$ cat config.mk
export PLATFORM = sky130hd
export DESIGN_NAME = kv_request_line_parser
export DESIGN_NICKNAME = d
export VERILOG_FILES = /design/src/rtl/kvrlp_pkg.sv /design/src/rtl/kv_request_line_parser.sv
export SDC_FILE = /design/constraint.sdc
export NUM_CORES = 1
export LEC_CHECK = 0
export ABC_AREA = 1
export BUFFER_PORTS_ARGS = -buffer_cell sky130_fd_sc_hd__clkbuf_2
export CAP_MARGIN = 10
export CORE_MARGIN = 8
export CORE_UTILIZATION = 37
export CTS_BUF_LIST = sky130_fd_sc_hd__clkbuf_8 sky130_fd_sc_hd__clkbuf_16
export CTS_CLUSTER_DIAMETER = 30
export CTS_CLUSTER_SIZE = 20
export DETAILED_ROUTE_END_ITERATION = 16
export GPL_ROUTABILITY_DRIVEN = 1
export PLACE_DENSITY_LB_ADDON = 0.1
export RECOVER_POWER = 50
export SYNTH_ARGS = -nofsm -noshare
export SYNTH_HDL_FRONTEND = slang
export SYNTH_SLANG_ARGS = --single-unit
$ cat constraint.sdc
create_clock -name clk_i -period 11.3 [get_ports clk_i]
set_clock_uncertainty 0.15 [all_clocks]
set_input_delay 2.26 -clock clk_i [delete_from_list [all_inputs] [get_ports clk_i]]
set_output_delay 2.26 -clock clk_i [all_outputs]
set_load 0.02 [all_outputs]
$ cat src/rtl/kvrlp_pkg.sv
`default_nettype none

package kvrlp_pkg;

  typedef enum logic [3:0] {
    PH_TYPE       = 4'd0,
    PH_KEY_NAME   = 4'd1,
    PH_KEY_VAL    = 4'd2,
    PH_VALUE_NAME = 4'd3,
    PH_VALUE_VAL  = 4'd4,
    PH_TTL_NAME   = 4'd5,
    PH_TTL_VAL    = 4'd6,
    PH_TAIL       = 4'd7,
    PH_DEAD       = 4'd8
  } phase_e;

  localparam logic [1:0] KIND_NONE   = 2'd0;
  localparam logic [1:0] KIND_KEY    = 2'd1;
  localparam logic [1:0] KIND_VALUE  = 2'd2;
  localparam logic [1:0] KIND_STATUS = 2'd3;

  localparam logic [1:0] REQ_GET  = 2'd0;
  localparam logic [1:0] REQ_PUT  = 2'd1;
  localparam logic [1:0] REQ_EXIT = 2'd2;

  localparam logic [2:0] ERR_OK     = 3'd0;
  localparam logic [2:0] ERR_NAME   = 3'd1;
  localparam logic [2:0] ERR_DELIM  = 3'd2;
  localparam logic [2:0] ERR_TYPE   = 3'd3;
  localparam logic [2:0] ERR_EXTRA  = 3'd4;
  localparam logic [2:0] ERR_TTL    = 3'd5;

  localparam logic [7:0] CH_NUL   = 8'h00;
  localparam logic [7:0] CH_SPACE = 8'h20;
  localparam logic [7:0] CH_DEL   = 8'h80;
  localparam logic [7:0] CH_FF    = 8'hFF;
  localparam logic [7:0] CH_EQ    = 8'h3D;
  localparam logic [7:0] CH_D0    = 8'h30;
  localparam logic [7:0] CH_D9    = 8'h39;

  localparam logic [2:0] TYPE_LEN_MAX = 3'd7;
  localparam logic [30:0] TTL_MAX = 31'h7FFF_FFFF;

  typedef struct packed {
    phase_e      phase;
    logic [2:0]  name_pos;
    logic [2:0]  type_match;
    logic [2:0]  type_len;
    logic [1:0]  kind_seen;
    logic [2:0]  error_seen;
    logic [30:0] ttl_acc;
    logic        ttl_bad;
  } parse_state_t;

  localparam parse_state_t ST_RESET = '{
    phase:      PH_TYPE,
    name_pos:   3'd0,
    type_match: 3'b111,
    type_len:   3'd0,
    kind_seen:  REQ_GET,
    error_seen: ERR_OK,
    ttl_acc:    31'd0,
    ttl_bad:    1'b0
  };

  typedef struct packed {
    logic [1:0]  out_kind;
    logic [7:0]  out_byte;
    logic [1:0]  req_type;
    logic [2:0]  err_code;
    logic [30:0] ttl_value;
    logic        close_session;
  } result_t;

  function automatic logic [2:0] type_length(input logic [1:0] req);
    logic [2:0] len;
    len = 3'd3;
    if (req == REQ_EXIT) len = 3'd4;
    return len;
  endfunction

  function automatic logic [7:0] type_char(input logic [1:0] req, input logic [1:0] pos);
    logic [7:0] c;
    unique case ({req, pos})
      {REQ_GET, 2'd0}:  c = "G";
      {REQ_GET, 2'd1}:  c = "E";
      {REQ_GET, 2'd2}:  c = "T";
      {REQ_PUT, 2'd0}:  c = "P";
      {REQ_PUT, 2'd1}:  c = "U";
      {REQ_PUT, 2'd2}:  c = "T";
      {REQ_EXIT, 2'd0}: c = "E";
      {REQ_EXIT, 2'd1}: c = "X";
      {REQ_EXIT, 2'd2}: c = "I";
      {REQ_EXIT, 2'd3}: c = "T";
      default:          c = CH_NUL;
    endcase
    return c;
  endfunction

  function automatic logic [2:0] name_length(input phase_e ph);
    logic [2:0] len;
    len = 3'd3;
    if (ph == PH_VALUE_NAME) len = 3'd5;
    return len;
  endfunction

  function automatic logic [7:0] name_char(input phase_e ph, input logic [2:0] pos);
    logic [7:0] c;
    c = CH_NUL;
    unique case (ph)
      PH_KEY_NAME: begin
        unique case (pos)
          3'd0:    c = "K";
          3'd1:    c = "E";
          3'd2:    c = "Y";
          default: c = CH_NUL;
        endcase
      end
      PH_VALUE_NAME: begin
        unique case (pos)
          3'd0:    c = "V";
          3'd1:    c = "A";
          3'd2:    c = "L";
          3'd3:    c = "U";
          3'd4:    c = "E";
          default: c = CH_NUL;
        endcase
      end
      PH_TTL_NAME: begin
        unique case (pos)
          3'd0:    c = "T";
          3'd1:    c = "T";
          3'd2:    c = "L";
          default: c = CH_NUL;
        endcase
      end
      default: c = CH_NUL;
    endcase
    return c;
  endfunction

endpackage

`default_nettype wire

$ cat src/rtl/kv_request_line_parser.sv
// Request line parser for a key/value cache, fed one byte per word.
// Input channel: ch_i carries a request byte, is_end_i marks the end of the
// request (a zero byte in ch_i ends it as well). Every accepted input word
// yields exactly one output word: nothing, a key byte, a value byte, or the
// final status (type, error code, TTL, close flag) on the end word.
// Each output word is registered in the main or the skid register. Throughput:
// one word per cycle while in_stall_o is low; the parse state and the
// multiply-by-ten TTL accumulator update in the same cycle a byte is taken.
// The output side has a main register and a skid register, so a word is
// accepted while a finished one still waits; in_stall_o rises only when the
// skid register is occupied, i.e. after the receiver held out_stall_i high
// while another word arrived. A stalled output word holds its value.
// Reset clears the valid flags of both output registers and returns the parser to
// the start of a type token; the end word also returns it there for the next request.
`default_nettype none

module kv_request_line_parser (
  input  wire logic        clk_i,
  input  wire logic        rst_ni,
  input  wire logic        in_valid_i,
  output logic             in_stall_o,
  input  wire logic [7:0]  ch_i,
  input  wire logic        is_end_i,
  output logic             out_valid_o,
  input  wire logic        out_stall_i,
  output logic [1:0]       out_kind_o,
  output logic [7:0]       out_byte_o,
  output logic [1:0]       req_type_o,
  output logic [2:0]       err_code_o,
  output logic [30:0]      ttl_value_o,
  output logic             close_session_o
);

  kvrlp_pkg::parse_state_t st_q, st_d, nx;
  kvrlp_pkg::result_t      res;
  kvrlp_pkg::result_t      out_q, skid_q;
  logic                    out_valid_q, skid_valid_q;
  logic                    in_acc;
  logic                    end_c;
  logic [7:0]              b;
  logic                    tok;
  logic                    redo;
  logic [1:0]              kind_c;
  logic [34:0]             ttl_mul;
  logic [2:0]              err_c;
  logic                    hit_get, hit_put, hit_exit;

  assign in_stall_o = skid_valid_q;
  assign in_acc     = in_valid_i && !skid_valid_q;

  assign end_c = is_end_i || (ch_i == kvrlp_pkg::CH_NUL);
  assign b     = end_c ? kvrlp_pkg::CH_NUL : ch_i;
  assign tok   = (b > kvrlp_pkg::CH_SPACE) && (b < kvrlp_pkg::CH_DEL);

  // acc * 10 + digit as shift-add
  assign ttl_mul = ({4'd0, st_q.ttl_acc} << 3) + ({4'd0, st_q.ttl_acc} << 1)
                 + {31'd0, 4'(b - kvrlp_pkg::CH_D0)};

  assign hit_get  = st_q.type_match[0] &&
                    (st_q.type_len == kvrlp_pkg::type_length(kvrlp_pkg::REQ_GET));
  assign hit_put  = st_q.type_match[1] &&
                    (st_q.type_len == kvrlp_pkg::type_length(kvrlp_pkg::REQ_PUT));
  assign hit_exit = st_q.type_match[2] &&
                    (st_q.type_len == kvrlp_pkg::type_length(kvrlp_pkg::REQ_EXIT));

  always_comb begin
    nx     = st_q;
    kind_c = kvrlp_pkg::KIND_NONE;
    redo   = 1'b0;
    unique case (st_q.phase)
      kvrlp_pkg::PH_TYPE: begin
        if (tok) begin
          for (int i = 0; i < 3; i++) begin
            if (st_q.type_len >= kvrlp_pkg::type_length(2'(i)) ||
                kvrlp_pkg::type_char(2'(i), st_q.type_len[1:0]) != b) begin
              nx.type_match[i] = 1'b0;
            end
          end
          if (st_q.type_len != kvrlp_pkg::TYPE_LEN_MAX) nx.type_len = st_q.type_len + 3'd1;
        end else if (hit_get || hit_put || hit_exit) begin
          if (hit_get)      nx.kind_seen = kvrlp_pkg::REQ_GET;
          else if (hit_put) nx.kind_seen = kvrlp_pkg::REQ_PUT;
          else              nx.kind_seen = kvrlp_pkg::REQ_EXIT;
          nx.phase    = (!hit_get && !hit_put) ? kvrlp_pkg::PH_TAIL : kvrlp_pkg::PH_KEY_NAME;
          nx.name_pos = 3'd0;
          redo        = (b == kvrlp_pkg::CH_NUL) || (b == kvrlp_pkg::CH_FF);
        end else begin
          nx.error_seen = kvrlp_pkg::ERR_TYPE;
          nx.phase      = kvrlp_pkg::PH_DEAD;
        end
      end
      kvrlp_pkg::PH_KEY_NAME, kvrlp_pkg::PH_VALUE_NAME, kvrlp_pkg::PH_TTL_NAME: begin
        if (st_q.name_pos < kvrlp_pkg::name_length(st_q.phase)) begin
          if (b == kvrlp_pkg::name_char(st_q.phase, st_q.name_pos)) begin
            nx.name_pos = st_q.name_pos + 3'd1;
          end else begin
            nx.error_seen = kvrlp_pkg::ERR_NAME;
            nx.phase      = kvrlp_pkg::PH_DEAD;
          end
        end else if (b == kvrlp_pkg::CH_EQ) begin
          nx.phase    = kvrlp_pkg::phase_e'(st_q.phase + 4'd1);
          nx.name_pos = 3'd0;
        end else begin
          nx.error_seen = kvrlp_pkg::ERR_DELIM;
          nx.phase      = kvrlp_pkg::PH_DEAD;
        end
      end
      kvrlp_pkg::PH_KEY_VAL, kvrlp_pkg::PH_VALUE_VAL, kvrlp_pkg::PH_TTL_VAL: begin
        if (tok) begin
          if (st_q.phase == kvrlp_pkg::PH_KEY_VAL) begin
            kind_c = kvrlp_pkg::KIND_KEY;
          end else if (st_q.phase == kvrlp_pkg::PH_VALUE_VAL) begin
            kind_c = kvrlp_pkg::KIND_VALUE;
          end else if (b >= kvrlp_pkg::CH_D0 && b <= kvrlp_pkg::CH_D9) begin
            nx.ttl_acc = (ttl_mul > {4'd0, kvrlp_pkg::TTL_MAX}) ? kvrlp_pkg::TTL_MAX
                                                               : ttl_mul[30:0];
          end else begin
            nx.ttl_bad = 1'b1;
          end
        end else begin
          if (st_q.phase == kvrlp_pkg::PH_KEY_VAL) begin
            nx.phase = (st_q.kind_seen == kvrlp_pkg::REQ_PUT) ? kvrlp_pkg::PH_VALUE_NAME
                                                              : kvrlp_pkg::PH_TAIL;
          end else if (st_q.phase == kvrlp_pkg::PH_VALUE_VAL) begin
            nx.phase = kvrlp_pkg::PH_TTL_NAME;
          end else begin
            nx.phase = kvrlp_pkg::PH_TAIL;
          end
          nx.name_pos = 3'd0;
          redo        = (b == kvrlp_pkg::CH_NUL) || (b == kvrlp_pkg::CH_FF);
        end
      end
      kvrlp_pkg::PH_TAIL: begin
        if (b != kvrlp_pkg::CH_NUL) begin
          nx.error_seen = kvrlp_pkg::ERR_EXTRA;
          nx.phase      = kvrlp_pkg::PH_DEAD;
        end
      end
      default: begin
      end
    endcase

    // a kept delimiter (zero or 0xff) is seen again: in a name it can never
    // match, in the tail only zero is allowed
    if (redo) begin
      if (nx.phase == kvrlp_pkg::PH_TAIL) begin
        if (b != kvrlp_pkg::CH_NUL) begin
          nx.error_seen = kvrlp_pkg::ERR_EXTRA;
          nx.phase      = kvrlp_pkg::PH_DEAD;
        end
      end else begin
        nx.error_seen = kvrlp_pkg::ERR_NAME;
        nx.phase      = kvrlp_pkg::PH_DEAD;
      end
    end
  end

  always_comb begin
    err_c = nx.error_seen;
    if (nx.error_seen == kvrlp_pkg::ERR_OK && nx.kind_seen == kvrlp_pkg::REQ_PUT &&
        nx.ttl_bad) begin
      err_c = kvrlp_pkg::ERR_TTL;
    end
    res = '0;
    if (end_c) begin
      res.out_kind      = kvrlp_pkg::KIND_STATUS;
      res.req_type      = (nx.error_seen == kvrlp_pkg::ERR_TYPE) ? kvrlp_pkg::REQ_GET
                                                                 : nx.kind_seen;
      res.err_code      = err_c;
      res.ttl_value     = (err_c == kvrlp_pkg::ERR_OK && nx.kind_seen == kvrlp_pkg::REQ_PUT)
                          ? nx.ttl_acc : 31'd0;
      res.close_session = (err_c == kvrlp_pkg::ERR_OK && nx.kind_seen == kvrlp_pkg::REQ_EXIT);
      st_d              = kvrlp_pkg::ST_RESET;
    end else begin
      res.out_kind = kind_c;
      res.out_byte = (kind_c == kvrlp_pkg::KIND_KEY || kind_c == kvrlp_pkg::KIND_VALUE)
                     ? b : kvrlp_pkg::CH_NUL;
      st_d         = nx;
    end
  end

  always_ff @(posedge clk_i or negedge rst_ni) begin
    if (!rst_ni) begin
      st_q <= kvrlp_pkg::ST_RESET;
    end else if (in_acc) begin
      st_q <= st_d;
    end
  end

  // output register plus skid register
  always_ff @(posedge clk_i or negedge rst_ni) begin
    if (!rst_ni) begin
      out_valid_q  <= 1'b0;
      skid_valid_q <= 1'b0;
    end else if (!out_valid_q || !out_stall_i) begin
      if (skid_valid_q) begin
        out_valid_q  <= 1'b1;
        skid_valid_q <= 1'b0;
      end else begin
        out_valid_q <= in_acc;
      end
    end else if (in_acc) begin
      skid_valid_q <= 1'b1;
    end
  end

  always_ff @(posedge clk_i) begin
    if (!out_valid_q || !out_stall_i) begin
      if (skid_valid_q) begin
        out_q <= skid_q;
      end else if (in_acc) begin
        out_q <= res;
      end
    end else if (in_acc) begin
      skid_q <= res;
    end
  end

  assign out_valid_o     = out_valid_q;
  assign out_kind_o      = out_q.out_kind;
  assign out_byte_o      = out_q.out_byte;
  assign req_type_o      = out_q.req_type;
  assign err_code_o      = out_q.err_code;
  assign ttl_value_o     = out_q.ttl_value;
  assign close_session_o = out_q.close_session;

`ifndef SYNTHESIS
  a_skid_implies_out: assert property (@(posedge clk_i) disable iff (!rst_ni)
    skid_valid_q |-> out_valid_q)
    else $error("skid word held while output register empty");

  a_end_resets_state: assert property (@(posedge clk_i) disable iff (!rst_ni)
    (in_acc && end_c) |=> (st_q == kvrlp_pkg::ST_RESET))
    else $error("parser state not back at start after end word");

  a_dead_has_error: assert property (@(posedge clk_i) disable iff (!rst_ni)
    (st_q.phase == kvrlp_pkg::PH_DEAD) |-> (st_q.error_seen != kvrlp_pkg::ERR_OK))
    else $error("parser stopped without an error code");

  a_stream_byte_is_token: assert property (@(posedge clk_i) disable iff (!rst_ni)
    (out_valid_q && (out_q.out_kind == kvrlp_pkg::KIND_KEY ||
                     out_q.out_kind == kvrlp_pkg::KIND_VALUE))
    |-> (out_q.out_byte > kvrlp_pkg::CH_SPACE && out_q.out_byte < kvrlp_pkg::CH_DEL))
    else $error("streamed key or value byte is not a token byte");
`endif

endmodule

`default_nettype wire

# --- After elaboration in Yosys (flattened, before gate mapping) ---
# Index checks and enable logic that the tools add are counted.
op_classes:
  muxes: 86
  n_eq_ne: 35
  n_bitwise: 1
  reduce_logical: 52
  n_lt_le_gt_ge: 8
  add_sub_neg: 6
ops:
  columns: ["op", "count"]
  rows:
  - ["two-way mux 32 bit", 4]
  - ["two-way mux 8 bit", 12]
  - ["two-way mux 47 bit", 2]
  - ["two-way mux 31 bit", 3]
  - ["case mux 7 bit (3 select lines)", 3]
  - ["two-way mux 3 bit", 20]
  - ["two-way mux 50 bit", 1]
  - ["two-way mux 37 bit", 1]
  - ["adder 34 x 32 -> 35 bit", 1]
  - ["adder 35 x 4 -> 35 bit", 1]
  - ["greater-than comparator 35 x 31 -> 1 bit (second input constant)", 1]
  - ["case mux 7 bit (5 select lines)", 1]
  - ["case mux 8 bit (4 select lines)", 1]
  - ["two-way mux 4 bit", 7]
  - ["!= test 8 bit", 3]
  - ["case mux 8 bit (3 select lines)", 1]
  - ["two-way mux 7 bit", 3]
  - ["equality test 4 x 3 -> 1 bit (second input constant)", 5]
  - ["two-way mux 2 bit", 10]
  - ["case mux 3 bit (3 select lines)", 2]
  - ["logical NOT 8 bit", 2]
  - ["case mux 4 bit (4 select lines)", 1]
  - ["AND reduction 4 bit", 4]
  - ["nonzero test 2 bit", 8]
  - ["other kinds (40)", 91]
word_totals:
  register_bits: 146
  input_bits: 13
  wordCells: 212

# --- Logic depth before layout (Yosys ltp) ---
# Gate-level depths: netlist of the first run.
logic_depth:
  ltp_word: 23
  depth_mapped: 29
  ltp_nobuf: 28

# --- Worst setup path before layout of the first run ---
# Ideal clock, no wire load.
synth_path:
  path_kind: "input-to-reg"
  start: "input port ch_i[6]"
  end: "register out_q (netlist bit ttl_value_o[15]) (data pin)"
  setup_ps: 254
  n_path_buf: 1
  stages: 29
  t_arrival_ps: 5654
  path_slack_ps: 5242
  path_cell_list: "nor2_1 nand2_1 inv_1 nand2_4 nand3_1 xor2_1 inv_1 ha_1 o21bai_1 ha_1 a21oi_1 nand2_1 a21oi_1 nor2_1 nor2_1 o21ai_0 nand4_1 nand2_1 nand2_1 nand3_1 nor2_2 nand2_1 inv_2 buf_4 nand2_1 nand2_1 inv_1 nand4_1 nand2_1"
synth_between:
  elab_chain_len: 20
synth_lines:
  columns: ["element", "line_no", "source"]
  rows:
  - ["from (decl)", "kv_request_line_parser.sv:22", "input wire logic [7:0] ch_i,"]
  - ["branches (longest 17 deep; another with adder 35 x 4 -> 35 bit)", null, null]
  - ["two-way mux 37 bit *", "kv_request_line_parser.sv:165", "if (end_c) begin"]
  - ["two-way mux 47 bit *", "kv_request_line_parser.sv:211", "end else if (in_acc) begin"]
  - ["two-way mux 47 bit *", "kv_request_line_parser.sv:209", "if (skid_valid_q) begin"]
  - ["to (signal assigned)", "kv_request_line_parser.sv:210", "out_q <= skid_q;"]
  - ["to (signal assigned)", "kv_request_line_parser.sv:212", "out_q <= res;"]
  - ["to (decl)", "kv_request_line_parser.sv:36", "kvrlp_pkg::result_t out_q, skid_q;"]
# Every way passes the cells marked *. The select of a mux whose other input is x is not followed.
# A chain may end at the register's enable or synchronous reset.

# --- Final worst setup path of the first run ---
layout_path:
  start: "input port ch_i[3]"
  end: "register out_q (netlist bit ttl_value_o[9]) (data pin)"
# The elaborated chain is that of the path after synthesis.

==> impl_metrics.yaml, run 1 <==
clocking:
  clk-insertion-delay-late_ps: 430
  ctsLongestPathBuffers: 2
  cts_max_level: 4
  cts_tree: "yes"
  cts_root_buffer: "sky130_fd_sc_hd__clkbuf_16"
  path_clk_slew_ps: 70
  postCtsHoldBufs: 0
  cts_num_sinks: 146
  post_cts.resized_instances: 0
  cts_buffers: 17
  cts_setup_buffers: 0
routing:
  drc: 0
  drtAntennaViolNets: 0
  vias_per_cell: 5.20
  totalWireLength_um: 29900
  detailroute.via_count: 8825
  drt-wirelength-per-cell_um: 17.6
  detailedRoute.firstIterationViolations: 587
  drt_first_pass_iters: 5
yosys:
  yosys-mux-area-fraction: 0.000987
  number_of_enable_flip_flop_cells_after_synthesis: 94
  synth_compound_area_frac: 0.114
  post_synth_instance_area_um2: 10100
  synth_nets: 1381
  syn-instance-count: 1288
  asyncSetResetFlopFracSynth: 0.356
  post_synth_num_cell_types: 51
  yosysSeqAreaShare: 0.407
  synth_area_per_inst_um2: 7.87
  post_synth_main_area_contributors: "sky130_fd_sc_hd__edfxtp_1 28%, sky130_fd_sc_hd__nand2_1 13%, sky130_fd_sc_hd__dfrtp_1 12%"
  post_synth_fa_ha_maj_area_fraction: 0.0994
  combinational_family_with_the_most_area_after_synthesis: "simple AND/OR/NAND/NOR gates"
  yosys.area.top_type: "sky130_fd_sc_hd__edfxtp_1"
  number_of_synthesized_register_bits: 146
  synth_simple_gate_area_share: 0.272
  synthXorXnorAreaFrac: 0.0268
  ys.flop_type: "sky130_fd_sc_hd__edfxtp_1"
  yosysTopAreaCellShare: 0.278
  synth.yosys.warnings: 0
floorplanning:
  initial_core_utilization: 0.376
  rows: 60
  floorplan.die.width_um: 182
  die_area_um2: 33000
  core-area_um2: 27000
  io_pins: 62
  die_height_um: 182
setup_path:
  critPathArrivalTime_ps: 6840
  timing.reg2reg.worst_path_depth: 4
  endpoint_kind: "flop"
  start_kind: "input port"
  reg2reg_slack_ps: 6220
  regToRegEndpoint: "ttl_value_o[12]$_DFFE_PP_"
  worstReg2RegStart: "in_stall_o$_DFFE_PN0P_"
  setup.worst_path.class: "in -> reg"
  critical_path.most_common_cell: "sky130_fd_sc_hd__nand2_1"
  required_time_of_the_critical_path_ps: 11330
  max_stage_delay_ps: 340
  critical-path-slowest-cell: "sky130_fd_sc_hd__nor2_2"
  maximum_fanout_along_the_worst_path: 18
global_routing:
  grt_overflow_total: 0
  global_route_usage_over_all_layers: 0.182
  antenna_found_initial: 0
  number_of_global_route_vias_before_repair: 8510
  grt_pass1_wl_um: 47900
  grt_max_degree: 53
placement:
  place_inst: 1665
  place.port_buffers: 61
  routability_driven_placement_congestion_ratio: 0.874
  hpwlAfterDp_um: 21800
layout:
  commonest_non_fill_non_tap_cell_in_the_layout: "sky130_fd_sc_hd__nand2_1"
  instances_no_fill: 1697
  layout.core_utilization: 0.421
  antennaDiodeCount: 0
  syn2layout_area_growth_pct: 11.9
  final_layout_size_suffix_gt1_frac: 0.0774
  highest_count_cells_in_the_layout_ignoring_fill_and_taps: "360 x sky130_fd_sc_hd__nand2_1, 154 x sky130_fd_sc_hd__inv_1, 116 x sky130_fd_sc_hd__nor2_1"
  nets_finish: 1436
sta:
  setup-violations-final: 0
  post-route-min-period_ps: 6810
  final.hold.worst_slack_ps: 325
  timing.max_slew.rel_slack: -1.23
  grt_setup_unrepaired: "false"
  layout_worst_path_cycle_share: 0.603
  timing.fmax_mhz: 147
  actual_transition_at_the_worst_max_transition_pin_ps: 3340
  final_max_slew_viol_count: 195
  final.setup.tns_ps: 0
  timing.final.hold_violations: 0
power:
  max-vdd-ir-drop_mv: 0.0969
  seqPwrFrac: 0.343
  p_switching_uw: 774
  power.leakage_uw: 0.00552
  switching_share: 0.396
  power.share.clock: 0.320
  internal-power_uw: 1180
  power.combinational.fraction: 0.338
  total_power_divided_by_cell_area_nw_per_um2: 172
status:
  run_status: "complete, but fails checks"
  violations_in_the_final_reports: "max-capacitance violations, max-slew violations"
hold_path:
  worstHoldPathCells: 2
  hold_path.class: "reg -> reg"
  hold_path.startpoint: "st_q[40]$_DFFE_PN1P_"
  min_to: "st_q[40]$_DFFE_PN1P_"
job:
  max_cap_viol_count: 4
logic make-up (layout without fill, tap and decap cells):
group	Yosys count	in the layout
xor gates and xnor gates	31	31
muxes	1	1
other	1	1
adders and majority gates	80	80
AOI/OAI and AO/OA	200	200
buffers and inverters	205	273
DFF	146	146
and+or+nand+nor	624	624
per-layer routing:
layer | vias to the layer above | wire length (um) | track usage
met3 | 18 | 1750 | 0.0273
met4 | 0 | 235 | 0.0357
li1 | 4429 | - | -
met1 | 4139 | 15500 | 0.275
met2 | 239 | 12400 | 0.268
met5 | - | 0 | 0
state kept, by name, summed over array words and instances (netlist names):
signal           flops
out_kind_o           2
in_stall_o           1
out_valid_o          1
req_type_o           2
close_session_o      1
skid_q              47
out_byte_o           8
err_code_o           3
st_q                50
ttl_value_o         31
synthesized netlist by cell type, types with 16 or more instances:
library cell and instances:
sky130_fd_sc_hd__nand2_1 361, sky130_fd_sc_hd__inv_1 154, sky130_fd_sc_hd__nor2_1 117, sky130_fd_sc_hd__edfxtp_1 94, sky130_fd_sc_hd__ha_1 79, sky130_fd_sc_hd__a21oi_1 69
sky130_fd_sc_hd__o21ai_0 50, sky130_fd_sc_hd__dfrtp_1 49, sky130_fd_sc_hd__nand3_1 46, sky130_fd_sc_hd__nand4_1 43, sky130_fd_sc_hd__o22ai_1 33, sky130_fd_sc_hd__clkbuf_1 20
sky130_fd_sc_hd__xor2_1 18, sky130_fd_sc_hd__inv_2 16
worst max-delay path by stage:
stage,from,to,slack (ps)
after floorplan,ch_i[6],ttl_value_o[15]$_DFFE_PP_,5240
after global routing,ch_i[5],ttl_value_o[9]$_DFFE_PP_,4100
after global placement,ch_i[3],ttl_value_o[9]$_DFFE_PP_,4220
after detailed placement,ch_i[3],ttl_value_o[9]$_DFFE_PP_,4150
final,ch_i[3],ttl_value_o[9]$_DFFE_PP_,4490
after CTS,ch_i[3],ttl_value_o[9]$_DFFE_PP_,4570
layout make-up:
type                            instances  area, um^2
Timing Repair Buffer                   68         282
Clock buffer                           17         425
Sequential cell                       146        4130
Multi-Input combinational cell        937        5230
Fill cell                            2807       15600
Tap cell                              341         427
Inverter                              173         651
Clock inverter                         15         210
power by group through the flow:
stage               sequential [uW]  clock [uW]  combinational, uW
floorplan                       687           0                499
detailed placement              678           0                658
global route                    677         654                740
finish                          669         624                659
global placement                678           0                657
CTS                             668         635                662
critical path: cells and delay by family:
kind	cells	cell delay, ps
AND/OR/NAND/NOR	16	2150
buffers and inverters	5	660
adder cells (fa/ha/maj)	2	500
XOR/XNOR	1	200
AO/OA/AOI/OAI	5	1040
stage by stage:
| step | instance area, um^2 | setup slack (ps) | total power (uW) |
|---|---|---|---|
| final | 11300 | 4490 | 1950 |
| after global routing | 11300 | 4100 | 2070 |
| after CTS | 11400 | 4570 | 1960 |
| after detailed placement | 10800 | 4150 | 1340 |
| after global placement | 10800 | 4220 | 1340 |
| after floorplan | 10100 | 5240 | 1190 |
No activity file was read; power rests on OpenSTA's default activity.
==> run 2: changes to the inputs <==
- clock period: 11.3 -> 6.85 ns (I/O delays scaled with it)
==> run 2 against run 1 <==
Effect of this change:
- the flow still finishes with violations (max-capacitance violations, max-slew violations)
- power is 59% higher
- critical path type unchanged
- register-to-register slack worse by 4800 ps
- clock-buffer cell count unchanged
- sequential power rose by 64%
==> impl_metrics.yaml, run 2 (same netlist as run 1, synthesis figures left out) <==
setup_path:
  required_time_of_the_critical_path_ps: 6960
  worstReg2RegStart: "in_stall_o$_DFFE_PN0P_"
  crit_family: "simple AND/OR/NAND/NOR gates"
  path_cells: "clkbuf_2, nor2_1, nand2_1, nor2_1, nor2_1, nand2_1, nand2_1, nand3_4, inv_2, o21ai_1, nand2_1, a21oi_1, nand2_1, nand2_1, nor2_1, nand2_1, nand2_4, nand2_4, nor2_8, and2_4, nand2_4, nor2_1"
  endpoint_kind: "flop"
  setup.worst_path.class: "in -> reg"
  critical-path-slowest-cell: "sky130_fd_sc_hd__nor2_1"
  reg2reg_slack_ps: 1420
  start_kind: "input port"
  timing.reg2reg.worst_path_depth: 6
  critical_path.most_common_cell: "sky130_fd_sc_hd__nand2_1"
  maximum_fanout_along_the_worst_path: 30
  critPathArrivalTime_ps: 6130
  max_stage_delay_ps: 1300
  regToRegEndpoint: "skid_q[20]$_DFFE_PP_"
  cp_num_buf_inv: 2
placement:
  routability_driven_placement_congestion_ratio: 0.855
  place_inst: 1668
  place.port_buffers: 61
  hpwlAfterDp_um: 21700
routing:
  drt-wirelength-per-cell_um: 17.4
  vias_per_cell: 5.15
  drt_first_pass_iters: 5
  totalWireLength_um: 29700
  detailedRoute.firstIterationViolations: 695
  drtAntennaViolNets: 0
  detailroute.via_count: 8755
  drc: 0
clocking:
  post_cts.resized_instances: 0
  cts_buffers: 17
  cts_root_buffer: "sky130_fd_sc_hd__clkbuf_16"
  cts_max_level: 4
  cts_num_sinks: 146
  postCtsHoldBufs: 0
  cts_tree: "yes"
  ctsLongestPathBuffers: 2
  path_clk_slew_ps: 70
  clk-insertion-delay-late_ps: 420
  cts_setup_buffers: 0
global_routing:
  antenna_found_initial: 0
  grt_overflow_total: 0
  global_route_usage_over_all_layers: 0.179
  grt_max_degree: 53
  number_of_global_route_vias_before_repair: 8202
  grt_pass1_wl_um: 47000
layout:
  nets_finish: 1439
  instances_no_fill: 1700
  highest_count_cells_in_the_layout_ignoring_fill_and_taps: "362 x sky130_fd_sc_hd__nand2_1, 154 x sky130_fd_sc_hd__inv_1, 118 x sky130_fd_sc_hd__nor2_1"
  layout.core_utilization: 0.418
  commonest_non_fill_non_tap_cell_in_the_layout: "sky130_fd_sc_hd__nand2_1"
  syn2layout_area_growth_pct: 11.2
  largest_register_by_flop_count: "st_q"
  final_layout_size_suffix_gt1_frac: 0.0758
  antennaDiodeCount: 0
  largest_reg_flops: 50
hold_path:
  hold_path.class: "reg -> reg"
  min_to: "st_q[41]$_DFFE_PN1P_"
  worstHoldPathCells: 2
  hold_path.startpoint: "st_q[41]$_DFFE_PN1P_"
sta:
  setup-violations-final: 0
  actual_transition_at_the_worst_max_transition_pin_ps: 3330
  final.setup.tns_ps: 0
  timing.fmax_mhz: 166
  post-route-min-period_ps: 6020
  final.hold.worst_slack_ps: 324
  final_max_slew_viol_count: 222
  timing.max_slew.rel_slack: -1.22
  grt_setup_unrepaired: "false"
  layout_worst_path_cycle_share: 0.879
  timing.final.hold_violations: 0
floorplanning:
  initial_core_utilization: 0.376
  die_height_um: 182
  io_pins: 62
  core-area_um2: 27000
  die_area_um2: 33000
  floorplan.die.width_um: 182
  rows: 60
power:
  power.leakage_uw: 0.00549
  max-vdd-ir-drop_mv: 0.170
  totalPowerFinal_uw: 3110
  total_power_divided_by_cell_area_nw_per_um2: 276
job:
  max_cap_viol_count: 5
status:
  violations_in_the_final_reports: "max-capacitance violations, max-slew violations"
  run_status: "complete, but fails checks"
run 2: worst register-to-register path, stage by stage, from the launching register on:
cell,delay (ps)
sky130_fd_sc_hd__dfrtp_1,370
sky130_fd_sc_hd__clkbuf_1,880
sky130_fd_sc_hd__clkinv_1,180
sky130_fd_sc_hd__buf_4,520
sky130_fd_sc_hd__nand2_1,610
sky130_fd_sc_hd__nor2_4,190
sky130_fd_sc_hd__clkbuf_1,2040
run 2: metrics by stage:
step	area, um^2	setup slack (ps)
final	11300	827
after global routing	11300	388
after CTS	11400	1270
after detailed placement	10800	832
after global placement	10800	855
after floorplan	10100	1680
run 2: final cells by class:
type                    instances  area [um^2]
clock inverters                15          139
fillers                      2810        15700
well taps                     341          427
flip-flops and latches        146         4130
repair buffers                 71          304
clock buffers                  17          425
inverters                     173          651
multi-input cells             937         5200
run 2: how the worst max path moves through the flow:
stage / from / end / cells after the start
CTS: ch_i[5] / ttl_value_o[9]$_DFFE_PP_ / 30
finish: ch_i[3] / skid_q[27]$_DFFE_PP_ / 22
global route: ch_i[3] / skid_q[25]$_DFFE_PP_ / 22
global placement: ch_i[3] / ttl_value_o[9]$_DFFE_PP_ / 30
floorplan: ch_i[6] / ttl_value_o[15]$_DFFE_PP_ / 29
detailed placement: ch_i[3] / ttl_value_o[9]$_DFFE_PP_ / 30
run 2: power by group:
group / internal (uW) / switching [uW] / total (uW)
registers: 1040 / 62.4 / 1100
logic: 311 / 781 / 1090
clock network: 484 / 433 / 916
run 2: routing by layer:
layer | up-vias | global-route usage | wire (um)
li1 | 4438 | - | -
met3 | 12 | 0.0232 | 1410
met5 | - | 0 | 0
met1 | 4102 | 0.285 | 16000
met4 | 0 | 0.0318 | 194
met2 | 203 | 0.251 | 12100
